[config.mk]
export PLATFORM = sky130hd
export DESIGN_NAME = sdm_div
export DESIGN_NICKNAME = d
export VERILOG_FILES = /design/src/hdl/sdm_pkg.sv /design/src/hdl/sdm_div.sv
export SDC_FILE = /design/constraint.sdc
export NUM_CORES = 1
export LEC_CHECK = 0
export ABC_CLOCK_PERIOD_IN_PS = 2900
export BUFFER_PORTS_ARGS = -buffer_cell sky130_fd_sc_hd__buf_2
export CAP_MARGIN = 20
export CORE_MARGIN = 2
export CORE_UTILIZATION = 54
export CTS_CLUSTER_DIAMETER = 100
export CTS_CLUSTER_SIZE = 24
export DETAILED_ROUTE_END_ITERATION = 8
export PLACE_DENSITY = 0.82
export RECOVER_POWER = 50
export SYNTH_ARGS = -nofsm -noshare
export SYNTH_HDL_FRONTEND = slang
export SYNTH_SLANG_ARGS = --single-unit
[constraint.sdc]
create_clock -name clk -period 2.9 [get_ports clk]
set_input_delay 0 -clock clk [delete_from_list [all_inputs] [get_ports clk]]
set_output_delay 0 -clock clk [all_outputs]
set_load 0.02 [all_outputs]
[src/hdl/sdm_pkg.sv]
package sdm_pkg;

  localparam int SUM_W = 48;
  localparam int CNT_W = 20;
  localparam int VAL_W = 32;
  localparam int OP_W = 2;
  localparam int LABEL_W = 10;
  localparam int ELEM_W = 7;
  localparam int LCNT_W = 11;
  localparam int DLEN_W = 8;
  localparam int CFG_W = 11;

  localparam int MAX_LABELS_DEF = 1024;
  localparam int DESC_LEN_DEF = 128;

  localparam logic [OP_W-1:0] OP_ACC = 2'd0;
  localparam logic [OP_W-1:0] OP_READ = 2'd1;
  localparam logic [OP_W-1:0] OP_CLEAR = 2'd2;

  localparam logic CFG_LABEL_COUNT = 1'b0;
  localparam logic CFG_DESC_LENGTH = 1'b1;

  localparam logic [LCNT_W-1:0] LABEL_COUNT_RST = 11'd1024;
  localparam logic [DLEN_W-1:0] DESC_LENGTH_RST = 8'd128;

  localparam logic [CNT_W-1:0] CNT_MAX = 20'hFFFFF;

  typedef enum logic [5:0] {
    ST_CLEAR = 6'b000001,
    ST_IDLE  = 6'b000010,
    ST_ACC   = 6'b000100,
    ST_READ  = 6'b001000,
    ST_DIV   = 6'b010000,
    ST_EMIT  = 6'b100000
  } state_t;

endpackage

[src/hdl/sdm_div.sv]
module sdm_div (
  input  logic                        clk,
  input  logic                        rst,
  input  logic                        start,
  input  logic [sdm_pkg::SUM_W-1:0]   num,
  input  logic [sdm_pkg::CNT_W-1:0]   den,
  output logic                        done,
  output logic [sdm_pkg::SUM_W-1:0]   quo
);

  localparam int SW = sdm_pkg::SUM_W;
  localparam int CW = sdm_pkg::CNT_W;
  localparam int IW = $clog2(SW);
  localparam logic [IW-1:0] LAST = IW'(SW - 1);

  logic          busy;
  logic [IW-1:0] iter;
  logic [CW-1:0] rem;
  logic [CW-1:0] rem_next;
  logic [CW-1:0] den_q;
  logic [CW:0]   rem_shift;
  logic          qbit;

  // one quotient bit per cycle, restoring
  always_comb begin
    rem_shift = {rem, quo[SW-1]};
    qbit = rem_shift >= {1'b0, den_q};
    if (qbit) begin
      rem_next = CW'(rem_shift - {1'b0, den_q});
    end else begin
      rem_next = rem_shift[CW-1:0];
    end
  end

  always_ff @(posedge clk) begin
    if (rst) begin
      busy <= 1'b0;
      done <= 1'b0;
      iter <= '0;
    end else begin
      done <= 1'b0;
      if (start) begin
        busy <= 1'b1;
        iter <= '0;
      end else if (busy) begin
        iter <= iter + 1'b1;
        if (iter == LAST) begin
          busy <= 1'b0;
          done <= 1'b1;
        end
      end
    end
  end

  always_ff @(posedge clk) begin
    if (start) begin
      quo <= num;
      rem <= '0;
      den_q <= den;
    end else if (busy) begin
      quo <= {quo[SW-2:0], qbit};
      rem <= rem_next;
    end
  end

endmodule
# Word-level counts from Yosys, hierarchy flattened
# Cells that the tools add are included.
[totals] reg_bits=96 inputBits=71 elab_cells=21
[op_classes] n_addsub=2 magnitude_cmp=1 eq_ne=1 n_mux=7 bitwise_logic=1 n_reduce_logical=3
[op_table] operator="48-bit two-way mux" n=2
[op_table] operator="21-bit by 20-bit greater-or-equal comparator with 1-bit output" n=1
[op_table] operator="20-bit two-way mux" n=1
[op_table] operator="20-bit subtractor" n=1
[op_table] operator="6-bit by 1-bit adder with 6-bit output, second input constant" n=1
[op_table] operator="6-bit equality test, second input constant" n=1
[op_table] operator="1-bit two-way mux" n=4
[op_table] operator="3-bit OR reduction" n=1
[op_table] operator="2-bit nonzero test" n=1
[op_table] operator="2-bit OR reduction" n=1
[op_table] operator="1-bit NOT" n=1

# Logic depth before layout (Yosys ltp)
[depth] depth_word=4 mapped_depth=11 depth_no_buf=11

# Least setup slack after synthesis
# No wires, ideal clock.
[synth_path] kind="register -> register" from="register quo[47] (netlist bit)" to="register rem[18]" t_arrival_ns=2.154 t_required_ns=2.774 slack_ns=0.620 path_stages_with_launch=12 n_path_buf=0 period_less_slack_ns=2.280 cell_sequence="edfxtp_1 -> inv_1 -> ha_1 -> inv_1 -> fa_1 -> a21oi_1 -> o211ai_1 -> nand2b_1 -> o21ai_1 -> or3_1 -> nand4_1 -> o211ai_1"
[synth_between] elab_chain_cells=2
[synth_rtl] element="start, declared" line_no="sdm_div.sv:8" rtl="output logic [sdm_pkg::SUM_W-1:0] quo"
[synth_rtl] element="start signal, assigned" line_no="sdm_div.sv:57" rtl="quo <= num;"
[synth_rtl] element="start signal, assigned" line_no="sdm_div.sv:61" rtl="quo <= {quo[SW-2:0], qbit};"
[synth_rtl] element="20-bit subtractor / 21-bit by 20-bit greater-or-equal comparator with 1-bit output (equally long branches)" line_no="sdm_div.sv:29, sdm_div.sv:27"
[synth_rtl] element="20-bit two-way mux (*)" line_no="sdm_div.sv:28" rtl="if (qbit) begin"
[synth_rtl] element="end signal, assigned" line_no="sdm_div.sv:62" rtl="rem <= rem_next;"
[synth_rtl] element="end, declared" line_no="sdm_div.sv:18" rtl="logic [CW-1:0] rem;"
# Every way passes the cells marked *; elsewhere a longest branch is shown, timed or not.
# A chain may end at the register's enable or synchronous reset.

# Worst setup path after layout
[layout_path] from="register den_q[4]" to="register rem[9]"
[layout_between] elab_chain_cells=2
[layout_rtl] element="start, declared" line_no="sdm_div.sv:20" rtl="logic [CW-1:0] den_q;"
[layout_rtl] element="start signal, assigned" line_no="sdm_div.sv:59" rtl="den_q <= den;"
[layout_rtl] element="20-bit subtractor / 21-bit by 20-bit greater-or-equal comparator with 1-bit output (equally long branches)" line_no="sdm_div.sv:29, sdm_div.sv:27"
[layout_rtl] element="20-bit two-way mux (*)" line_no="sdm_div.sv:28"
# Marked as above.

==> load_flow_metrics.sql <==
INSERT INTO impl_metrics (metric_group, metric, value, unit) VALUES
('grt', 'number_of_global_route_vias_before_repair', '4261', ''),
('finish', 'num-fill-cells', '579', ''),
('worst_setup_path', 'cp_data_required_time', '3.10', 'ns'),
('yosys', 'synth_top_cells_by_area', 'edfxtp_1 41%, dfxtp_1 11%, mux2_2 11%', ''),
('worst_setup_path', 'setup_crit_end_kind', 'flop', ''),
('yosys', 'yosysMostFrequentCell', 'edfxtp_1', ''),
('clock_network', 'cts.root.buffer_cell', 'clkbuf_8', ''),
('run_status', 'failing_checks', 'max-capacitance violations, max-slew violations', ''),
('timing', 'final-setup-viol-count', '0', ''),
('finish', 'layoutNonFillerInstCount', '724', ''),
('timing', 'finClkSkew', '0.0203', 'ns'),
('worst_setup_path', 'worst-setup-path-type', 'reg -> reg', ''),
('floorplanning', 'pin_count', '120', ''),
('worst_setup_path', 'crit_start_category', 'flop', ''),
('finish', 'area_delta_synth_final', '30.5', '%'),
('grt', 'grtUsageTotal', '28.9', '%'),
('clock_network', 'tritoncts_clock_tree', 'built', ''),
('yosys', 'syn_area', '4960', 'sq um'),
('floorplanning', 'die_area', '9970', 'sq um'),
('drt', 'via_count', '4209', ''),
('drt', 'first_iter_violations', '307', ''),
('run_status', 'status', 'finished, violations left', ''),
('yosys', 'synth_simple_gate_area_share', '9.61', '%'),
('run', 'drv.max_cap_violation_count', '1', ''),
('floorplanning', 'core.rowCount', '34', ''),
('drt', 'drt_first_pass_iters', '5', ''),
('yosys', 'synth_top_cell_area_share', '41.2', '%'),
('worst_setup_path', 'timing.critical_path.fanout_max', '17', ''),
('yosys', 'adder_and_majority_cell_fraction_of_the_synthesized_area', '5.70', '%'),
('timing', 'fmaxAchievable', '376', 'MHz'),
('place', 'placed_cells_incl_taps', '639', ''),
('timing', 'max-slew-margin-rel', '-16.5', '%'),
('yosys', 'synth.cells.most_frequent', '68 x edfxtp_1, 47 x mux2_2, 31 x inv_1', ''),
('yosys', 'distinct_cell_type_count_of_the_synthesized_netlist', '48', ''),
('grt', 'number_of_antenna_violations_at_the_first_check_in_global_routing', '0', ''),
('timing', 'final_hold_viol_count', '0', ''),
('drt', 'final_antenna_net_count', '0', ''),
('grt', 'grt_start_max_net_pins', '55', ''),
('floorplanning', 'die-width', '99.8', 'um'),
('drt', 'wire_per_inst', '19.4', 'um'),
('clock_network', 'cts_hold_buf', '69', ''),
('clock_network', 'worst_setup_hold_path_clk_slew', '0.10', 'ns'),
('yosys', 'synth-compound-area-share', '11.6', '%'),
('yosys', 'largest_family_of_logic_cells_by_synthesized_area', 'multiplexers', ''),
('place', 'numPortBuffers', '119', ''),
('finish', 'antenna-diode-count', '0', ''),
('timing', 'timing.final.crit_period', '2.66', 'ns'),
('pwr', 'power.ir.vdd_worst', '0.361', 'mV'),
('finish', 'ratio_of_cells_with_drive_above_1_in_the_final_layout', '24.0', '%'),
('drt', 'route.detailed.vias_per_inst', '5.81', ''),
('place', 'gp_routability_congestion', '0.871', ''),
('floorplanning', 'fp.coreArea', '8810', 'sq um'),
('yosys', 'asyncSetResetFlopFracSynth', '0', '%'),
('yosys', 'synth_top_area_cell', 'edfxtp_1', ''),
('clock_network', 'cts_inserted_buffers', '9', ''),
('yosys', 'syn-mean-instance-area', '11.6', 'sq um'),
('min_path', 'hold_depth', '2', ''),
('floorplanning', 'die_h', '99.8', 'um'),
('pwr', 'cellPowerDensity', '513', 'nW/um^2'),
('yosys', 'dominantRegCellSynth', 'edfxtp_1', ''),
('clock_network', 'cts_post_setup_buffers_inserted', '0', ''),
('timing', 'setup_total_negative_slack', '0', 'ns'),
('timing', 'drv_slew', '33', ''),
('yosys', 'synth-xor-area-share', '3.36', '%'),
('finish', 'multi_input_comb_area', '2150', 'sq um'),
('pwr', 'power.leakage', '2.69', 'nW'),
('yosys', 'cells_after_synthesis', '428', ''),
('drt', 'wirelength', '14.1', 'mm'),
('timing', 'fin_hold_ws', '0.334', 'ns'),
('place', 'dp_hpwl', '7.66', 'mm'),
('clock_network', 'postCtsResizedCells', '0', '');
-- cell type report --
class | instances | share of cell area (%)
clock buffers | 9 | 1.91
flip-flops and latches | 96 | 40.2
repair buffers | 193 | 19.4
inverters | 31 | 1.80
clock inverters | 7 | 1.33
multi-input cells | 280 | 33.2
well taps | 108 | 2.09
-- critical path, stage by stage, from the launching register on --
cell      delay, ns
edfxtp_1       0.33
inv_1          0.04
ha_1           0.37
a21oi_4        0.19
nand2_2        0.09
nor3_2         0.20
o311ai_2       0.18
a21oi_4        0.50
buf_4          0.29
mux2i_1        0.21
a211oi_1       0.09
-- report_power, final --
part	leakage, nW	total [mW]	switching, mW	internal (mW)
clock network	0.104	0.973	0.555	0.418
registers	0.907	1.66	0.0669	1.60
logic	1.68	0.682	0.390	0.291
total	2.69	3.32	1.01	2.31
-- stage by stage --
stage | area [sq um] | setup slack, ns
after floorplan | 4960 | 0.620
after global placement | 5640 | 0.372
after detailed placement | 5640 | 0.292
after CTS | 6540 | 0.263
after global routing | 6470 | 0.0904
final | 6470 | 0.237
-- cell families (layout without fill, tap and decap cells) --
family	count (synthesis)	after routing
AO/OA/AOI/OAI	85	85
XOR/XNOR	19	19
multiplexers	59	59
AND/OR/NAND/NOR	95	95
flip-flops	96	96
adder cells (fa/ha/maj)	22	22
buffers and inverters	52	240
-- metal layers --
layer  vias up  global-route usage (%)  wire length (um)
li1       1939                       -                 -
met1      1998                    35.0              5430
met2       227                    50.6              7160
met3        45                    6.82              1080
met4         0                    9.80               398
met5         -                       0                 0
-- layout by cell type (no fill, tap or decap), types with 13 or more instances in the layout --
cell type	instances
dlygate4sd3_1	69
edfxtp_1	68
buf_2	67
clkbuf_1	52
mux2_2	47
inv_1	30
nor2_1	28
dfxtp_1	28
nand2_1	26
a21oi_1	21
ha_1	21
o21ai_0	18
xor2_1	13
-- worst paths after layout --
check / from / to / slack (ns)
setup reg to reg: den_q[4]$_DFFE_PP_ / rem[9]$_SDFFE_PP0P_ / 0.24
hold / removal: den[7] / den_q[7]$_DFFE_PP_ / 0.33
hold reg to reg: rem[8]$_SDFFE_PP0P_ / rem[8]$_SDFFE_PP0P_ / 0.50
setup / recovery: den_q[4]$_DFFE_PP_ / rem[9]$_SDFFE_PP0P_ / 0.24
-- registers in the layout, indices dropped and copies added (netlist names) --
| register | cells |
|---|---|
| quo | 48 |
| den_q | 20 |
| rem | 20 |
| iter | 6 |
| busy | 1 |
| done | 1 |
Note: power is estimated with default switching activity, not from simulation.
